==> config.mk <==
export PLATFORM = sky130hd
export DESIGN_NAME = weekly_window_heat_scheduler_flat
export DESIGN_NICKNAME = d
export VERILOG_FILES = /design/src/rtl/wwhs_pkg.sv /design/src/rtl/wwhs_if.sv /design/src/rtl/wwhs_match.sv /design/src/rtl/wwhs_ctrl.sv /design/src/rtl/weekly_window_heat_scheduler.sv /design/src/flat_wrapper.sv
export SDC_FILE = /design/constraint.sdc
export NUM_CORES = 1
export LEC_CHECK = 0
export BUFFER_PORTS_ARGS = -buffer_cell sky130_fd_sc_hd__clkbuf_2
export CAP_MARGIN = 20
export CORE_ASPECT_RATIO = 0.8
export CORE_UTILIZATION = 38
export DETAILED_ROUTE_END_ITERATION = 7
export PLACE_DENSITY_LB_ADDON = 0.25
export SYNTH_ARGS = -nofsm -noshare
export SYNTH_HDL_FRONTEND = slang
export SYNTH_SLANG_ARGS = --single-unit
==> constraint.sdc <==
create_clock -name clk -period 11.9 [get_ports clk]
set_input_delay 1.785 -clock clk [delete_from_list [all_inputs] [get_ports clk]]
set_output_delay 1.785 -clock clk [all_outputs]
set_load 0.05 [all_outputs]
==> src/rtl/wwhs_pkg.sv <==
// Shared types and constants for the weekly window heat scheduler.
// Used by the channel interfaces, every RTL module and the checker.
`default_nettype none

package wwhs_pkg;

	// Field widths fixed by the register map and the item formats.
	localparam int MIN_W  = 11;
	localparam int SLOT_W = 44;
	localparam int CNT_W  = 3;
	localparam int IDX_W  = 3;

	// Kinds of input item.
	typedef enum logic [1:0] {
		KIND_TICK    = 2'd0,
		KIND_OUTCOME = 2'd1,
		KIND_MANUAL  = 2'd2,
		KIND_RELOAD  = 2'd3
	} kind_t;

	// Heat state encoding shared by desired and applied state.
	typedef enum logic [1:0] {
		ST_UNKNOWN = 2'd0,
		ST_OFF     = 2'd1,
		ST_ON      = 2'd2
	} heat_st_t;

	// Configuration register indexes.
	typedef enum logic [IDX_W-1:0] {
		CFG_ENABLE     = 3'd0,
		CFG_WEEKDAY_N  = 3'd1,
		CFG_WEEKEND_N  = 3'd2,
		CFG_WEEKDAY_LO = 3'd3,
		CFG_WEEKDAY_HI = 3'd4,
		CFG_WEEKEND_LO = 3'd5,
		CFG_WEEKEND_HI = 3'd6
	} cfg_idx_t;

	typedef logic [MIN_W-1:0] minute_t;

	typedef struct packed {
		kind_t       kind;
		logic [4:0]  hour;
		logic [5:0]  minute;
		logic [2:0]  day_of_week;
		logic        time_valid;
		logic        outcome_ok;
		logic        manual_on;
	} in_item_t;

	typedef struct packed {
		logic      issue_command;
		logic      command_on;
		heat_st_t  desired_state;
		heat_st_t  applied_state;
		logic      backing_off;
	} out_item_t;

	typedef struct packed {
		logic              enable;
		logic [CNT_W-1:0]  weekday_count;
		logic [CNT_W-1:0]  weekend_count;
		logic [SLOT_W-1:0] weekday_lo;
		logic [SLOT_W-1:0] weekday_hi;
		logic [SLOT_W-1:0] weekend_lo;
		logic [SLOT_W-1:0] weekend_hi;
	} cfg_regs_t;

endpackage

`default_nettype wire

==> src/rtl/wwhs_if.sv <==
// Valid/ready channel interfaces: input items, result items and register writes.
// Depends on wwhs_pkg for the payload types.
`default_nettype none

interface wwhs_in_if import wwhs_pkg::*; ();
	logic     valid;
	logic     ready;
	in_item_t data;

	modport source (output valid, output data, input ready);
	modport sink (input valid, input data, output ready);
endinterface

interface wwhs_out_if import wwhs_pkg::*; ();
	logic      valid;
	logic      ready;
	out_item_t data;

	modport source (output valid, output data, input ready);
	modport sink (input valid, input data, output ready);
endinterface

interface wwhs_cfg_if import wwhs_pkg::*; ();
	logic              valid;
	logic              ready;
	logic [IDX_W-1:0]  index;
	logic [SLOT_W-1:0] data;

	modport source (output valid, output index, output data, input ready);
	modport sink (input valid, input index, input data, output ready);
endinterface

`default_nettype wire

==> src/rtl/wwhs_match.sv <==
// Window match unit: tests the minute of day against the weekday or weekend windows.
// Depends on wwhs_pkg for the register struct and minute type.
`default_nettype none

module wwhs_match import wwhs_pkg::*; #(
	parameter int WINDOWS = 4
) (
	input  wire logic [4:0] hour,
	input  wire logic [5:0] minute,
	input  wire logic [2:0] day_of_week,
	input  wire cfg_regs_t  regs,
	output logic            want_on
);

	// A window with equal ends never matches; an end below the start wraps midnight.
	function automatic logic window_hit(input minute_t now, input minute_t start,
			input minute_t stop);
		logic hit;
		if (start == stop) begin
			hit = 1'b0;
		end else if (start < stop) begin
			hit = (now >= start) && (now < stop);
		end else begin
			hit = (now >= start) || (now < stop);
		end
		return hit;
	endfunction

	minute_t           now;
	logic              weekday;
	logic [CNT_W-1:0]  count;
	logic [SLOT_W-1:0] word_lo;
	logic [SLOT_W-1:0] word_hi;
	logic [WINDOWS-1:0] hits;

	// Minute of day: hour * 60 as (hour << 6) - (hour << 2), plus minute.
	assign now = ({1'b0, hour, 5'd0} << 1) - {4'd0, hour, 2'd0} + {5'd0, minute};

	// Days one to five use the weekday set; all other codes use the weekend set.
	assign weekday = (day_of_week >= 3'd1) && (day_of_week <= 3'd5);
	assign count   = weekday ? regs.weekday_count : regs.weekend_count;
	assign word_lo = weekday ? regs.weekday_lo : regs.weekend_lo;
	assign word_hi = weekday ? regs.weekday_hi : regs.weekend_hi;

	// One comparator pair per window, all in parallel.
	for (genvar i = 0; i < WINDOWS; i++) begin : g_win
		localparam int BASE = (i % 2) * 2 * MIN_W;
		logic [SLOT_W-1:0] word;
		assign word    = (i < 2) ? word_lo : word_hi;
		assign hits[i] = (CNT_W'(i) < count) &&
			window_hit(now, word[BASE +: MIN_W], word[BASE + MIN_W +: MIN_W]);
	end

	assign want_on = |hits;

endmodule

`default_nettype wire

==> src/rtl/wwhs_ctrl.sv <==
// Scheduler control: sync, command, outcome and backoff state with its update logic.
// Depends on wwhs_pkg for item, result and state types.
`default_nettype none

module wwhs_ctrl import wwhs_pkg::*; #(
	parameter int FAIL_LIMIT    = 3,
	parameter int BACKOFF_TICKS = 10
) (
	input  wire logic     clk,
	input  wire logic     arst_n,
	input  wire logic     step,
	input  wire in_item_t item,
	input  wire logic     want_on,
	input  wire logic     enable,
	output out_item_t     result
);

	localparam int STREAK_W = (FAIL_LIMIT > 1) ? $clog2(FAIL_LIMIT + 1) : 1;
	localparam int SKIP_W   = (BACKOFF_TICKS > 1) ? $clog2(BACKOFF_TICKS + 1) : 1;

	heat_st_t            last_wanted_q, last_wanted_d;
	heat_st_t            applied_q, applied_d;
	logic                synced_q, synced_d;
	logic [STREAK_W-1:0] streak_q, streak_d;
	logic [SKIP_W-1:0]   skip_q, skip_d;
	logic                pending_q, pending_d;
	logic                pend_val_q, pend_val_d;

	logic              go;
	logic              issue;
	logic              cmd;
	heat_st_t          wanted;
	heat_st_t          desired;
	logic [STREAK_W:0] streak_inc;

	assign wanted     = want_on ? ST_ON : ST_OFF;
	assign desired    = (enable && item.time_valid) ? wanted : ST_UNKNOWN;
	assign streak_inc = {1'b0, streak_q} + {{STREAK_W{1'b0}}, 1'b1};

	// Next state for the item that moves to the result register this cycle.
	always_comb begin
		last_wanted_d = last_wanted_q;
		applied_d     = applied_q;
		synced_d      = synced_q;
		streak_d      = streak_q;
		skip_d        = skip_q;
		pending_d     = pending_q;
		pend_val_d    = pend_val_q;
		go            = 1'b0;
		issue         = 1'b0;
		cmd           = 1'b0;
		case (item.kind)
			KIND_TICK: begin
				if (!pending_q) begin
					go = 1'b1;
					if (item.time_valid && !synced_q) begin
						last_wanted_d = ST_UNKNOWN;
						applied_d     = ST_UNKNOWN;
						synced_d      = 1'b1;
					end else if (!item.time_valid) begin
						last_wanted_d = ST_UNKNOWN;
						go            = 1'b0;
					end
					if (go && !enable) begin
						last_wanted_d = ST_UNKNOWN;
						go            = 1'b0;
					end
					if (go && (skip_q != '0)) begin
						skip_d = skip_q - SKIP_W'(1);
						go     = 1'b0;
					end
					if (go && ((last_wanted_d == ST_UNKNOWN) || (last_wanted_d != wanted))) begin
						issue      = 1'b1;
						cmd        = want_on;
						pending_d  = 1'b1;
						pend_val_d = want_on;
					end
				end
			end
			KIND_OUTCOME: begin
				if (pending_q) begin
					pending_d = 1'b0;
					if (item.outcome_ok) begin
						applied_d     = pend_val_q ? ST_ON : ST_OFF;
						last_wanted_d = pend_val_q ? ST_ON : ST_OFF;
						streak_d      = '0;
					end else if (streak_inc >= (STREAK_W + 1)'(FAIL_LIMIT)) begin
						skip_d   = SKIP_W'(BACKOFF_TICKS);
						streak_d = '0;
					end else begin
						streak_d = streak_inc[STREAK_W-1:0];
					end
				end
			end
			KIND_MANUAL: begin
				applied_d = item.manual_on ? ST_ON : ST_OFF;
			end
			default: begin
				last_wanted_d = ST_UNKNOWN;
				streak_d      = '0;
				skip_d        = '0;
			end
		endcase
	end

	// Result for the item, reflecting the state after it.
	always_comb begin
		result.issue_command = issue;
		result.command_on    = cmd;
		result.desired_state = desired;
		result.applied_state = applied_d;
		result.backing_off   = (skip_d != '0);
	end

	// State registers advance only when an item completes.
	always_ff @(posedge clk or negedge arst_n) begin
		if (!arst_n) begin
			last_wanted_q <= ST_UNKNOWN;
			applied_q     <= ST_UNKNOWN;
			synced_q      <= 1'b0;
			streak_q      <= '0;
			skip_q        <= '0;
			pending_q     <= 1'b0;
			pend_val_q    <= 1'b0;
		end else if (step) begin
			last_wanted_q <= last_wanted_d;
			applied_q     <= applied_d;
			synced_q      <= synced_d;
			streak_q      <= streak_d;
			skip_q        <= skip_d;
			pending_q     <= pending_d;
			pend_val_q    <= pend_val_d;
		end
	end

endmodule

`default_nettype wire

==> src/rtl/weekly_window_heat_scheduler.sv <==
// Top level of the weekly window heat scheduler: channel registers, config registers.
// Depends on wwhs_pkg, the wwhs_*_if interfaces, wwhs_match and wwhs_ctrl.
//
//   channel   dir   payload                                          beat
//   items     in    kind, hour, minute, day_of_week, flags           one item
//   results   out   issue_command, command_on, desired/applied, ...  one result
//   cfg       in    index, data (44 bits)                            one register write
//
// One result per item, one item per cycle sustained while results are taken; the path is the input
// register, then window compares and state update into the result register.
// Register writes are always ready and take effect on the next cycle.
// Reset clears all scheduler state, the configuration registers and both valid flags.
// A stalled result holds; the input register still fills, then items back-pressure.
`default_nettype none

module weekly_window_heat_scheduler import wwhs_pkg::*; #(
	parameter int WINDOWS       = 4,
	parameter int FAIL_LIMIT    = 3,
	parameter int BACKOFF_TICKS = 10
) (
	input  wire logic  clk,
	input  wire logic  arst_n,
	wwhs_in_if.sink    items,
	wwhs_out_if.source results,
	wwhs_cfg_if.sink   cfg
);

	cfg_regs_t  cfg_q;
	in_item_t   item_s1;
	logic       valid_s1;
	out_item_t  res_q;
	logic       res_valid_q;
	logic       advance;
	logic       want_on;
	out_item_t  res_d;

	// Pipeline control: the input stage moves on when the result slot is free.
	assign advance     = valid_s1 && (!res_valid_q || results.ready);
	assign items.ready = !valid_s1 || advance;
	assign cfg.ready   = 1'b1;

	// Configuration register writes.
	always_ff @(posedge clk or negedge arst_n) begin
		if (!arst_n) begin
			cfg_q <= '0;
		end else if (cfg.valid) begin
			unique case (cfg.index)
				CFG_ENABLE:     cfg_q.enable        <= cfg.data[0];
				CFG_WEEKDAY_N:  cfg_q.weekday_count <= cfg.data[CNT_W-1:0];
				CFG_WEEKEND_N:  cfg_q.weekend_count <= cfg.data[CNT_W-1:0];
				CFG_WEEKDAY_LO: cfg_q.weekday_lo    <= cfg.data;
				CFG_WEEKDAY_HI: cfg_q.weekday_hi    <= cfg.data;
				CFG_WEEKEND_LO: cfg_q.weekend_lo    <= cfg.data;
				CFG_WEEKEND_HI: cfg_q.weekend_hi    <= cfg.data;
				default: ;
			endcase
		end
	end

	// Input register.
	always_ff @(posedge clk or negedge arst_n) begin
		if (!arst_n) begin
			valid_s1 <= 1'b0;
		end else if (items.ready) begin
			valid_s1 <= items.valid;
		end
	end

	always_ff @(posedge clk) begin
		if (items.valid && items.ready) begin
			item_s1 <= items.data;
		end
	end

	wwhs_match #(
		.WINDOWS (WINDOWS)
	) u_match (
		.hour        (item_s1.hour),
		.minute      (item_s1.minute),
		.day_of_week (item_s1.day_of_week),
		.regs        (cfg_q),
		.want_on     (want_on)
	);

	wwhs_ctrl #(
		.FAIL_LIMIT    (FAIL_LIMIT),
		.BACKOFF_TICKS (BACKOFF_TICKS)
	) u_ctrl (
		.clk     (clk),
		.arst_n  (arst_n),
		.step    (advance),
		.item    (item_s1),
		.want_on (want_on),
		.enable  (cfg_q.enable),
		.result  (res_d)
	);

	// Result register.
	always_ff @(posedge clk or negedge arst_n) begin
		if (!arst_n) begin
			res_valid_q <= 1'b0;
		end else if (advance) begin
			res_valid_q <= 1'b1;
		end else if (results.ready) begin
			res_valid_q <= 1'b0;
		end
	end

	always_ff @(posedge clk) begin
		if (advance) begin
			res_q <= res_d;
		end
	end

	assign results.valid = res_valid_q;
	assign results.data  = res_q;

endmodule

`default_nettype wire

==> src/flat_wrapper.sv <==
// flat-port wrapper written by rule: the top's interface ports become plain ports
module weekly_window_heat_scheduler_flat import wwhs_pkg::*;
#(
	parameter int WINDOWS       = 4,
	parameter int FAIL_LIMIT    = 3,
	parameter int BACKOFF_TICKS = 10
)
  (clk, arst_n, items_valid, items_data, items_ready, results_valid, results_data, results_ready, cfg_valid, cfg_index, cfg_data, cfg_ready);
  wwhs_in_if items_i ();
  wwhs_out_if results_i ();
  wwhs_cfg_if cfg_i ();
  input  wire logic clk;
  input  wire logic arst_n;
  input wire logic [$bits(items_i.valid)-1:0] items_valid;
  input wire logic [$bits(items_i.data)-1:0] items_data;
  output wire logic [$bits(items_i.ready)-1:0] items_ready;
  output wire logic [$bits(results_i.valid)-1:0] results_valid;
  output wire logic [$bits(results_i.data)-1:0] results_data;
  input wire logic [$bits(results_i.ready)-1:0] results_ready;
  input wire logic [$bits(cfg_i.valid)-1:0] cfg_valid;
  input wire logic [$bits(cfg_i.index)-1:0] cfg_index;
  input wire logic [$bits(cfg_i.data)-1:0] cfg_data;
  output wire logic [$bits(cfg_i.ready)-1:0] cfg_ready;
  assign items_i.valid = items_valid;
  assign items_i.data = items_data;
  assign items_ready = items_i.ready;
  assign results_valid = results_i.valid;
  assign results_data = results_i.data;
  assign results_i.ready = results_ready;
  assign cfg_i.valid = cfg_valid;
  assign cfg_i.index = cfg_index;
  assign cfg_i.data = cfg_data;
  assign cfg_ready = cfg_i.ready;
  weekly_window_heat_scheduler #(.WINDOWS(WINDOWS), .FAIL_LIMIT(FAIL_LIMIT), .BACKOFF_TICKS(BACKOFF_TICKS)) u_core (.clk(clk), .arst_n(arst_n), .items(items_i), .results(results_i), .cfg(cfg_i));
endmodule
### Word level (Yosys, flattened, before mapping)

Index checks and enable logic that the tools add are counted.

* register bits after elaboration: 224
* bits of input ports: 71
* output and inout port bits: 10

* add/sub/neg operators: 4
* order comparisons: 19
* equal/unequal tests: 16
* multiplexer cells: 53
* bitwise logic cells: 5
* reduce and logical (&&, ||, !) cells: 50

Operators with widths (count)
* $lt 11x11->1: 8
* $mux 44: 2
* $eq 11x11->1: 4
* $ge 11x11->1: 4
* $mux 2: 18
* $mux 1: 22
* $mux 4: 5
* $logic_and 1x1->1: 16
* $reduce_and 2->1: 8
* $pmux 2 s3: 2
* $pmux 4 s3: 1
* $add 11x6->11: 1
* $sub 11x7->11: 1
* $eq 3x3->1 const B: 3
* $reduce_and 4->1: 2
* $reduce_bool 4->1: 2
* $logic_or 1x1->1: 7
* $eq 3x2->1 const B: 2
* $lt 1x3->1 const A: 2
* $lt 2x3->1 const A: 2
* $not 1->1: 5
* $reduce_and 5->1: 1
* $logic_not 1->1: 4
* $logic_not 2->1: 2
* 20 further kinds: 23

### Depth between registers and ports, before layout

Gate-level depths: netlist of the first run.

* depth in word-level cells: 17
* depth in mapped cells: 22
* gate-level depth less buffers: 21

### By module

Synthesis of the first run repeated with hierarchy kept, for this count alone.

* cell total of the unflattened synthesis: 1049
* area total of the unflattened synthesis: 12981.2 µm²

Modules (own cells, without submodules)
* weekly_window_heat_scheduler: times used 1, cells each 427, area each 7756.2 µm²
* wwhs_match: times used 1, cells each 517, area each 4286.6 µm²
* wwhs_ctrl: times used 1, cells each 105, area each 938.4 µm²

### Worst setup path after synthesis of the first run

No wires, ideal clock.

* kind: reg-to-reg
* start point: register u_core.item_s1[5] (netlist name)
* end point: register u_core.u_ctrl.pend_val_q
* arrival time: 4.502 ns
* slack: 7.319 ns
* cell stages (with the launch flop): 18
* path buffers: 5
* clock period less this slack: 4.581 ns
* path through: edfxtp_1 a21oi_2 clkbuf_1 buf_1 clkbuf_1 buf_2 mux2i_1 ha_1 a21o_1 a21oi_1 nor2b_1 or4_1 maj3_2 a2bb2oi_1 and2_1 buf_2 a211oi_1 mux2i_1

* cells in the longest elaborated chain, start to end: 14

Ends and longest elaborated chain
* from (decl): RTL line weekly_window_heat_scheduler.sv:29 `in_item_t item_s1;`
* from (signal assigned): RTL line weekly_window_heat_scheduler.sv:71 `item_s1 <= items.data;`
* $ge 3x1->1 or $le 3x3->1 (tied branches): RTL line wwhs_match.sv:40 `assign weekday = (day_of_week >= 3'd1) && (day_of_week <= 3'd5);`
* $logic_and 1x1->1 *: RTL line wwhs_match.sv:40
* $mux 44 (on tied branches): RTL line wwhs_match.sv:42, wwhs_match.sv:43
* $ge 11x11->1 or $lt 11x11->1 (tied branches): RTL line wwhs_match.sv:22, wwhs_match.sv:24
* $logic_or 1x1->1 or $logic_and 1x1->1 (tied branches): RTL line wwhs_match.sv:24, wwhs_match.sv:22
* $mux 1: RTL line wwhs_match.sv:21 `end else if (start < stop) begin`
* $mux 1: RTL line wwhs_match.sv:19 `if (start == stop) begin`
* $logic_and 1x1->1: RTL line wwhs_match.sv:50 `assign hits[i] = (CNT_W'(i) < count) &&`
* $reduce_or 4->1 *: RTL line wwhs_match.sv:54 `assign want_on = |hits;`
* $mux 2: RTL line wwhs_ctrl.sv:36 `assign wanted = want_on ? ST_ON : ST_OFF;`
* $ne 2x2->1: RTL line wwhs_ctrl.sv:72 `if (go && ((last_wanted_d == ST_UNKNOWN) || (last_wanted_d != wanted))) begin`
* $logic_or 1x1->1: RTL line wwhs_ctrl.sv:72
* $logic_and 1x1->1: RTL line wwhs_ctrl.sv:72
* $reduce_and 4->1 (no line)
* to (signal assigned): RTL line wwhs_ctrl.sv:132 `pend_val_q <= pend_val_d;`
* to (decl): RTL line wwhs_ctrl.sv:27 `logic pend_val_q, pend_val_d;`

Every way passes the cells marked *; elsewhere a longest branch is shown, timed or not.
A chain may end at the register's enable or synchronous reset.

### Final worst setup path of the first run

* start point: register u_core.item_s1[8] (netlist name)
* end point: register u_core.res_q (netlist bit u_core.results.data[5]) (data pin)

* cells in the longest elaborated chain, start to end: 13

Ends and longest elaborated chain
* $add 11x6->11 *: RTL line wwhs_match.sv:37 `assign now = ({1'b0, hour, 5'd0} << 1) - {4'd0, hour, 2'd0} + {5'd0, minute};`
* $ge 11x11->1 or $lt 11x11->1 (tied branches): RTL line wwhs_match.sv:22, wwhs_match.sv:24
* $logic_or 1x1->1 or $logic_and 1x1->1 (tied branches): RTL line wwhs_match.sv:24, wwhs_match.sv:22
* $mux 1: RTL line wwhs_match.sv:21
* $mux 1: RTL line wwhs_match.sv:19
* $logic_and 1x1->1: RTL line wwhs_match.sv:50
* $reduce_or 4->1 *: RTL line wwhs_match.sv:54
* $mux 2: RTL line wwhs_ctrl.sv:36
* $ne 2x2->1: RTL line wwhs_ctrl.sv:72
* $logic_or 1x1->1: RTL line wwhs_ctrl.sv:72
* $logic_and 1x1->1: RTL line wwhs_ctrl.sv:72
* $not 1->1 (no line)
* $reduce_or 3->1 (no line)
* to (signal assigned): RTL line weekly_window_heat_scheduler.sv:111 `res_q <= res_d;`
* to (decl): RTL line weekly_window_heat_scheduler.sv:31 `out_item_t res_q;`

Marked as above.

==> results of run 1 <==
## report_power, final
part           total, uW  switching, uW  internal [uW]
combinational        826            438            388
clock                778            325            453
sequential          1020           87.5            932
## cell usage in the layout (no fill, tap or decap), drive strengths merged, types with 3 or more instances in the layout
| cell type | synthesis | routed |
|---|---|---|
| a2111oi | 6 | 6 |
| a211oi | 16 | 16 |
| a21o | 31 | 31 |
| a21oi | 39 | 39 |
| and2 | 4 | 4 |
| buf | 7 | 15 |
| clkbuf | 28 | 110 |
| clkinv | 0 | 7 |
| clkinvlp | 0 | 4 |
| dfrtp | 198 | 198 |
| edfxtp | 26 | 26 |
| ha | 134 | 134 |
| inv | 60 | 62 |
| maj3 | 3 | 3 |
| mux2 | 216 | 216 |
| mux2i | 58 | 58 |
| nand2 | 35 | 35 |
| nand2b | 14 | 14 |
| nand3 | 11 | 11 |
| nand3b | 4 | 4 |
| nand4 | 20 | 20 |
| nand4b | 3 | 3 |
| nor2 | 32 | 32 |
| nor2b | 7 | 7 |
| nor3 | 15 | 15 |
| nor3b | 4 | 4 |
| o211ai | 3 | 3 |
| o21a | 7 | 7 |
| o21ai | 30 | 30 |
| or4 | 3 | 3 |
| xnor2 | 5 | 5 |
## sequential cells by signal, indices dropped and copies added, names as in the netlist, 2 cells and up
| name | flops |
|---|---|
| u_core.cfg_q | 183 |
| u_core.item_s1 | 19 |
| u_core.results.data | 7 |
| u_core.u_ctrl.applied_q | 2 |
| u_core.u_ctrl.last_wanted_q | 2 |
| u_core.u_ctrl.skip_q | 4 |
| u_core.u_ctrl.streak_q | 2 |
## worst max-delay path, delay by kind of cell (launching register included)
family,cells,cell delay [ns]
flip-flops,1,0.38
XOR/XNOR,1,0.85
adder cells (fa/ha/maj),3,0.98
AO/OA/AOI/OAI,8,1.48
AND/OR/NAND/NOR,8,1.45
## layout make-up
type | instances | area [um^2] | share of cell area, %
Inverter | 60 | 225 | 1.56
Timing Repair Buffer | 94 | 517 | 3.58
Clock inverter | 15 | 154 | 1.07
Clock buffer | 31 | 678 | 4.70
Tap cell | 427 | 534 | 3.70
Sequential cell | 224 | 5740 | 39.7
Multi-Input combinational cell | 727 | 6600 | 45.7
## cell families after synthesis
family,Yosys count
compound gates,150
xor+xnor,5
fa+ha+maj,137
buf+inv,95
flops,224
mux,274
other cells,1
simple gates,160
## final timing paths
kind | endpoint | cells after the start | slack, ns | start
max | u_core.results.data[5] | 20 | 6.52 | u_core.item_s1[8]
min | u_core.u_ctrl.streak_q[0] | 1 | 0.48 | u_core.u_ctrl.streak_q[0]
max reg2reg | u_core.results.data[5] | 20 | 6.52 | u_core.item_s1[8]
min reg2reg | u_core.u_ctrl.streak_q[0] | 1 | 0.48 | u_core.u_ctrl.streak_q[0]
max in group asynchronous | u_core.cfg_q[55] | 2 | 9.29 | arst_n
min in group asynchronous | u_core.cfg_q[66] | 1 | 1.25 | arst_n
## metal layers
metal  up-vias  wire length, um
met5         -                0
met3        25             1160
met1      4160            15300
met4         0              304
met2       125            13200
li1       4030                -
## metrics by stage
| stage | total power [uW] | worst slack, ns | cells | util, % |
|---|---|---|---|---|
| after floorplan | 1610 | 7.32 | 1046 | - |
| after global placement | 1830 | 6.68 | 1531 | 41.6 |
| after detailed placement | 1860 | 6.60 | 1531 | 41.6 |
| after CTS | 2650 | 6.56 | 1577 | 44.1 |
| after global routing | 2800 | 6.26 | 1578 | 44.2 |
| final | 2620 | 6.52 | 1578 | 44.2 |
==> summary.log, run 1 <==
INFO  logic_synthesis synth.net_count=1251
INFO  timing         max_slew.worst_pin.slew=1.07ns
INFO  cts            cts_tree=done
INFO  die            design.core.area=0.0327mm^2
INFO  logic_synthesis simple_gate_share_of_the_synthesized_area=6.52%
INFO  cts            worst_skew_pair.late_latency=0.55ns
INFO  worst_setup_path worst_path_largest_cell_delay=0.85ns
INFO  timing         max-slew-margin-rel=28.1%
INFO  final_layout   fraction_of_layout_instances_using_a_drive_strength_above_1=31.2%
INFO  route          detail_route.wl_per_cell=19.0um
INFO  power_and_ir_drop vdd_ir_drop_max=0.128mV
INFO  placed_design  place.detailed.hpwl=21700um
INFO  die            fp.dieH=165um
INFO  logic_synthesis synth_warnings=0
INFO  timing         final.setup_skew=0.0220ns
INFO  placed_design  dpl_cell_area=0.0136mm^2
INFO  grt            grt.met3_usage=3.26%
INFO  power_and_ir_drop power-per-cell-area=182mW/mm^2
INFO  timing         report.final.hold_viol_count=0
INFO  logic_synthesis synthesized_area_fraction_occupied_by_ao_oa_aoi_and_oai_cells=7.79%
INFO  die            initial_utilization=38.8%
INFO  worst_setup_path path_cells=ha_1, o21a_1, o21a_1, o21a_1, o21ai_0, nand2b_1, nor3_1, nand2_1, xnor2_1, ha_1, nand4_1, nor3_1, o211ai_1, a21oi_1, nor2_1, maj3_1, a32oi_1, and2_1, a21o_1, nor3_1
INFO  logic_synthesis netlist-cell-type-count=57
INFO  worst_setup_path critPathCaptureType=flop
INFO  timing         setup-violations-final=0
INFO  grt            grt_max_degree=77
INFO  route          route.final.wire_length=30000um
INFO  cts            ctsHtreeMaxLevel=1
INFO  logic_synthesis synth-seq-cells=224
INFO  logic_synthesis synth_area_leaders=dfrtp_1 39%, mux2_2 19%, ha_1 13%
INFO  timing         max_freq=186MHz
INFO  logic_synthesis synth_edf_count=26
INFO  timing         fin_setup_tns=0ns
INFO  worst_setup_path startpoint_type=flop
INFO  logic_synthesis ys_seq_area_share=45.2%
INFO  grt            first_pass_grt_wire_length=47100um
INFO  placed_design  portBuffers=79
INFO  route          avgViaCountPerCell=5.29
INFO  die            design.portCount=81
INFO  final_layout   filler_cell_count=3067
INFO  power_and_ir_drop static_leak=0.00682uW
INFO  cts            clkSinkCount=224
INFO  worst_setup_path required=12.20ns
INFO  final_layout   finalInstanceArea=0.0144mm^2
INFO  final_layout   areaGrowthSynthToFinish=13.8%
INFO  die            die_w=206um
INFO  grt            gr-usage-met1=26.3%
INFO  placed_design  gp_congestion=0.891
INFO  logic_synthesis synthDominantCellAreaShare=39.0%
INFO  logic_synthesis combinational_family_with_the_most_area_after_synthesis=multiplexers
INFO  worst_setup_path criticalPathCategory=reg -> reg
INFO  worst_hold_path hold_class=reg -> reg
INFO  route          antenna_left=0
INFO  worst_setup_path crit_arrival=5.68ns
INFO  grt            most_utilized_layer_in_the_global_route_result=met2
INFO  route          detailedRoute.firstPassIterationCount=6
INFO  grt            grt.met2_usage=28.1%
INFO  worst_setup_path slowest_stage=xnor2_1
INFO  timing         hold_slack_final=0.483ns
INFO  logic_synthesis synth-xor-area-share=0.345%
INFO  timing         post-route-min-period=5.38ns
INFO  worst_setup_path critical_path.max_fanout=8
INFO  logic_synthesis synth_area_leader_cell=dfrtp_1
INFO  cts            path_clk_slew=0.06ns
INFO  logic_synthesis asyncSetResetFlopFracSynth=88.4%
INFO  final_layout   number_of_antenna_diodes=0
INFO  route          drt-initial-drc-count=370
INFO  timing         layout_worst_path_cycle_share=45.2%
INFO  cts            clock_tree_buf_depth=3
INFO  timing         drv_slew=0
INFO  cts            hold_fix_buffer_count_after_cts=0
INFO  logic_synthesis cell_with_the_most_instances_after_synthesis=mux2_2
INFO  grt            vias_in_the_first_global_route=8399
INFO  logic_synthesis muxShareOfSynthArea=23.8%
INFO  logic_synthesis synth_flop_cell=dfrtp_1
INFO  grt            groute.usage.overall=18.0%
INFO  cts            postCtsSetupRepairBufs=0
INFO  logic_synthesis synth_cells=1046
INFO  outcome        violations=DRC
INFO  logic_synthesis post_synth_most_frequent_cells=215 x mux2_2, 198 x dfrtp_1, 134 x ha_1
INFO  grt            grt.overflow.total=0
INFO  logic_synthesis post_synth_instance_area=0.0127mm^2
INFO  die            die_area=0.0341mm^2
INFO  cts            cts.root.buffer_cell=clkbuf_16
INFO  cts            total_cts_buffers=25
INFO  cts            number_of_instances_resized_during_post_cts_repair=0
INFO  logic_synthesis syn_area_per_cell=12.1um^2
INFO  die            placement_rows=59
INFO  route          num_vias=8340
INFO  outcome        run_status=complete, but fails checks
INFO  run            maxCapViolations=0
INFO  route          drc=4
INFO  final_layout   number_of_nets_in_the_final_layout=1337
INFO  logic_synthesis post_synth_fa_ha_maj_area_fraction=13.5%
INFO  grt            grt_antenna_before_repair=0
INFO  timing         setup_repair_after_global_routing_missed_its_margin=false
Power figures use the tool's default switching activity.
==> inputs of run 2 (changes only) <==
--- a/config.mk
+++ b/config.mk
@@ -5,6 +5,7 @@
 export SDC_FILE = /design/constraint.sdc
 export NUM_CORES = 1
 export LEC_CHECK = 0
+export ABC_AREA = 1
 export BUFFER_PORTS_ARGS = -buffer_cell sky130_fd_sc_hd__clkbuf_2
 export CAP_MARGIN = 20
 export CORE_ASPECT_RATIO = 0.8
==> constraint.sdc (replaced) <==
create_clock -name clk -period 4.88 [get_ports clk]
set_input_delay 0.732 -clock clk [delete_from_list [all_inputs] [get_ports clk]]
set_output_delay 0.732 -clock clk [all_outputs]
set_load 0.05 [all_outputs]
==> run 2 against run 1 <==
  * The flow now finishes without violations
  * Final area increased by 1.5%
  * First-iteration DRC count grew 110%
  * Flip-flop and latch count is the same
  * Worst setup slack lost 5.9 ns
  * Critical endpoint is now u_core.results.data[6]
  * Largest power group unchanged
==> summary.log, run 2 <==
INFO  cts            number_of_instances_resized_during_post_cts_repair=0
INFO  logic_synthesis synth-xor-area-share=0.340%
INFO  final_layout   largest_reg_by_ff_count=u_core.cfg_q
INFO  grt            grt_antenna_before_repair=0
INFO  worst_setup_path worst_path_largest_cell_delay=0.83ns
INFO  power_and_ir_drop internal-power=4110uW
INFO  die            placement_rows=59
INFO  die            fp.dieH=167um
INFO  logic_synthesis synth-seq-cells=224
INFO  grt            vias_in_the_first_global_route=9991
INFO  worst_setup_path crit_arrival=4.56ns
INFO  cts            ctsHtreeMaxLevel=1
INFO  worst_setup_path criticalPathCategory=reg -> reg
INFO  final_layout   filler_cell_count=3312
INFO  final_layout   number_of_nets_in_the_final_layout=1834
INFO  logic_synthesis synth.net_count=1766
INFO  grt            groute.usage.overall=19.4%
INFO  worst_setup_path critPathCaptureType=flop
INFO  timing         final.setup_skew=0.00884ns
INFO  timing         hold_slack_final=0.319ns
INFO  route          num_vias=10.4k
INFO  worst_setup_path startpoint_type=flop
INFO  power_and_ir_drop power_spent_charging_and_discharging_nets=2310uW
INFO  cts            total_cts_buffers=25
INFO  logic_synthesis muxShareOfSynthArea=3.11%
INFO  logic_synthesis asyncSetResetFlopFracSynth=88.4%
INFO  timing         drv_slew=0
INFO  placed_design  pre_cts_slack=0.633ns
INFO  cts            path_clk_slew=0.06ns
INFO  logic_synthesis synth_area_leader_cell=dfrtp_1
INFO  worst_setup_path critical-path-top-delay-family=simple AND/OR/NAND/NOR gates
INFO  die            design.core.area=0.0329mm^2
INFO  run            maxCapViolations=0
INFO  cts            postCtsSetupRepairBufs=0
INFO  power_and_ir_drop clockPowerShare=29.1%
INFO  power_and_ir_drop power-per-cell-area=438mW/mm^2
INFO  grt            first_pass_grt_wire_length=54000um
INFO  timing         fin_setup_tns=0ns
INFO  cts            worst_skew_pair.late_latency=0.54ns
INFO  timing         report.final.hold_viol_count=0
INFO  outcome        run_status=complete, no violations
INFO  final_layout   mostFrequentLayoutCells=391 x nand2_1, 258 x o21ai_0, 208 x inv_1, 198 x dfrtp_1, 134 x ha_1
INFO  logic_synthesis netlist-cell-type-count=39
INFO  power_and_ir_drop vdd_ir_drop_max=0.246mV
INFO  die            die_area=0.0347mm^2
INFO  route          drt-initial-drc-count=789
INFO  logic_synthesis post_synth_instance_area=0.0129mm^2
INFO  logic_synthesis post_synth_most_frequent_cells=394 x nand2_1, 258 x o21ai_0, 208 x inv_1
INFO  logic_synthesis synth_area_leaders=dfrtp_1 38%, ha_1 13%, nand2_1 11%
INFO  route          drc=0
INFO  power_and_ir_drop pwr-share-comb=32.9%
INFO  timing         setup_slack=0.624ns
INFO  final_layout   number_of_antenna_diodes=0
INFO  logic_synthesis synth_warnings=0
INFO  cts            clock_tree_buf_depth=3
INFO  timing         setup-violations-final=0
INFO  cts            hold_fix_buffer_count_after_cts=0
INFO  logic_synthesis synth_edf_count=26
INFO  timing         max_freq=235MHz
INFO  worst_setup_path slowest_stage=xor2_1
INFO  logic_synthesis ys_seq_area_share=44.5%
INFO  route          antenna_left=0
INFO  logic_synthesis post_synth_fa_ha_maj_area_fraction=13.0%
INFO  worst_setup_path critical_path.max_fanout=8
INFO  route          avgViaCountPerCell=5.01
INFO  placed_design  place.detailed.hpwl=23600um
INFO  placed_design  gp_congestion=0.862
INFO  timing         layout_worst_path_cycle_share=87.2%
INFO  worst_setup_path required=5.18ns
INFO  logic_synthesis synth_cells=1561
INFO  grt            grt.overflow.total=0
INFO  cts            cts.root.buffer_cell=clkbuf_16
INFO  placed_design  portBuffers=79
INFO  cts            cts_tree=done
INFO  worst_setup_path path_common_cell=nand2_1
INFO  timing         max_slew.worst_pin.slew=1.04ns
INFO  route          route.final.wire_length=33100um
INFO  power_and_ir_drop static_leak=0.00742uW
INFO  grt            grt_max_degree=104
INFO  route          detail_route.wl_per_cell=16.0um
INFO  logic_synthesis synthDominantCellAreaShare=38.4%
INFO  final_layout   fraction_of_layout_instances_using_a_drive_strength_above_1=9.04%
INFO  final_layout   largest_register_ff_count=183
INFO  logic_synthesis syn_area_per_cell=8.26um^2
INFO  final_layout   areaGrowthSynthToFinish=13.7%
INFO  die            initial_utilization=39.1%
INFO  timing         max-slew-margin-rel=30.1%
INFO  worst_hold_path hold_class=in -> async
INFO  final_layout   layout_commonest_cell=nand2_1
INFO  cts            clkSinkCount=224
INFO  logic_synthesis synthesized_area_fraction_occupied_by_ao_oa_aoi_and_oai_cells=14.4%
INFO  die            die_w=208um
INFO  timing         post-route-min-period=4.26ns
INFO  logic_synthesis cell_with_the_most_instances_after_synthesis=nand2_1
INFO  die            design.portCount=81
INFO  logic_synthesis combinational_family_with_the_most_area_after_synthesis=simple AND/OR/NAND/NOR gates
INFO  power_and_ir_drop swShare=36.0%
INFO  logic_synthesis synth_flop_cell=dfrtp_1
INFO  logic_synthesis simple_gate_share_of_the_synthesized_area=16.8%
INFO  route          detailedRoute.firstPassIterationCount=5
INFO  timing         setup_repair_after_global_routing_missed_its_margin=false
INFO  worst_setup_path cp_num_buf_inv=4
INFO  power_and_ir_drop power.share.sequential=37.9%
-- run 2: area by class of cell --
class                           count  area (um^2)  share of cell area [%]
Clock buffer                       38          764                    5.21
Clock inverter                      8         52.6                   0.358
Inverter                          210          788                    5.38
Multi-Input combinational cell   1074         6170                    42.1
Sequential cell                   224         5740                    39.1
Tap cell                          427          534                    3.64
Timing Repair Buffer               94          612                    4.17
-- run 2: cell families after synthesis --
family	after synthesis
other cells	1
compound gates	354
buf+inv	263
simple gates	540
mux	40
fa+ha+maj	134
xor+xnor	5
flops	224
-- run 2: power by group through the flow --
stage / Combinational, uW / Sequential, uW / Clock [uW]
6_report: 2110 / 2430 / 1870
5_1_grt: 2450 / 2480 / 1990
4_1_cts: 2100 / 2430 / 1930
3_5_place_dp: 2090 / 2460 / 0
3_3_place_gp: 2030 / 2450 / 0
2_1_floorplan: 1470 / 2470 / 0
-- run 2: layer usage --
metal  up-vias  GRT usage, %  routed length, um
met5         -             0                  0
met4         0          3.51                532
met3        40          3.36               1690
met2       210          30.0              14300
met1      4884          28.6              16600
li1       5270             -                  -
-- run 2: final timing paths --
kind | from | to | slack [ns] | cells past startpoint
worst max-delay path | u_core.item_s1[12] | u_core.results.data[6] | 0.62 | 26
max in group asynchronous | arst_n | u_core.cfg_q[38] | 3.54 | 2
min in group clk | items_data[18] | u_core.item_s1[18] | 0.37 | 1
worst max register to register | u_core.item_s1[12] | u_core.results.data[6] | 0.62 | 26
worst min register to register | u_core.u_ctrl.streak_q[0] | u_core.u_ctrl.streak_q[0] | 0.47 | 1
worst min-delay path | arst_n | u_core.cfg_q[5] | 0.32 | 1
-- run 2: stage by stage --
stage	std cells	util, %	power, uW	area (um^2)
global placement	2025	41.8	4480	13800
detailed placement	2025	41.8	4550	13800
floorplan	1561	-	3930	12900
global route	2075	44.5	6910	14700
CTS	2071	44.3	6460	14600
finish	2075	44.5	6420	14700
-- run 2: worst register-to-register path, delay by kind of cell, from the launching register on --
family | cells | cell delay (ns)
buf+inv | 4 | 0.24
compound gates | 4 | 0.63
simple gates | 15 | 1.34
xor+xnor | 1 | 0.83
flops | 1 | 0.38
fa+ha+maj | 2 | 0.62
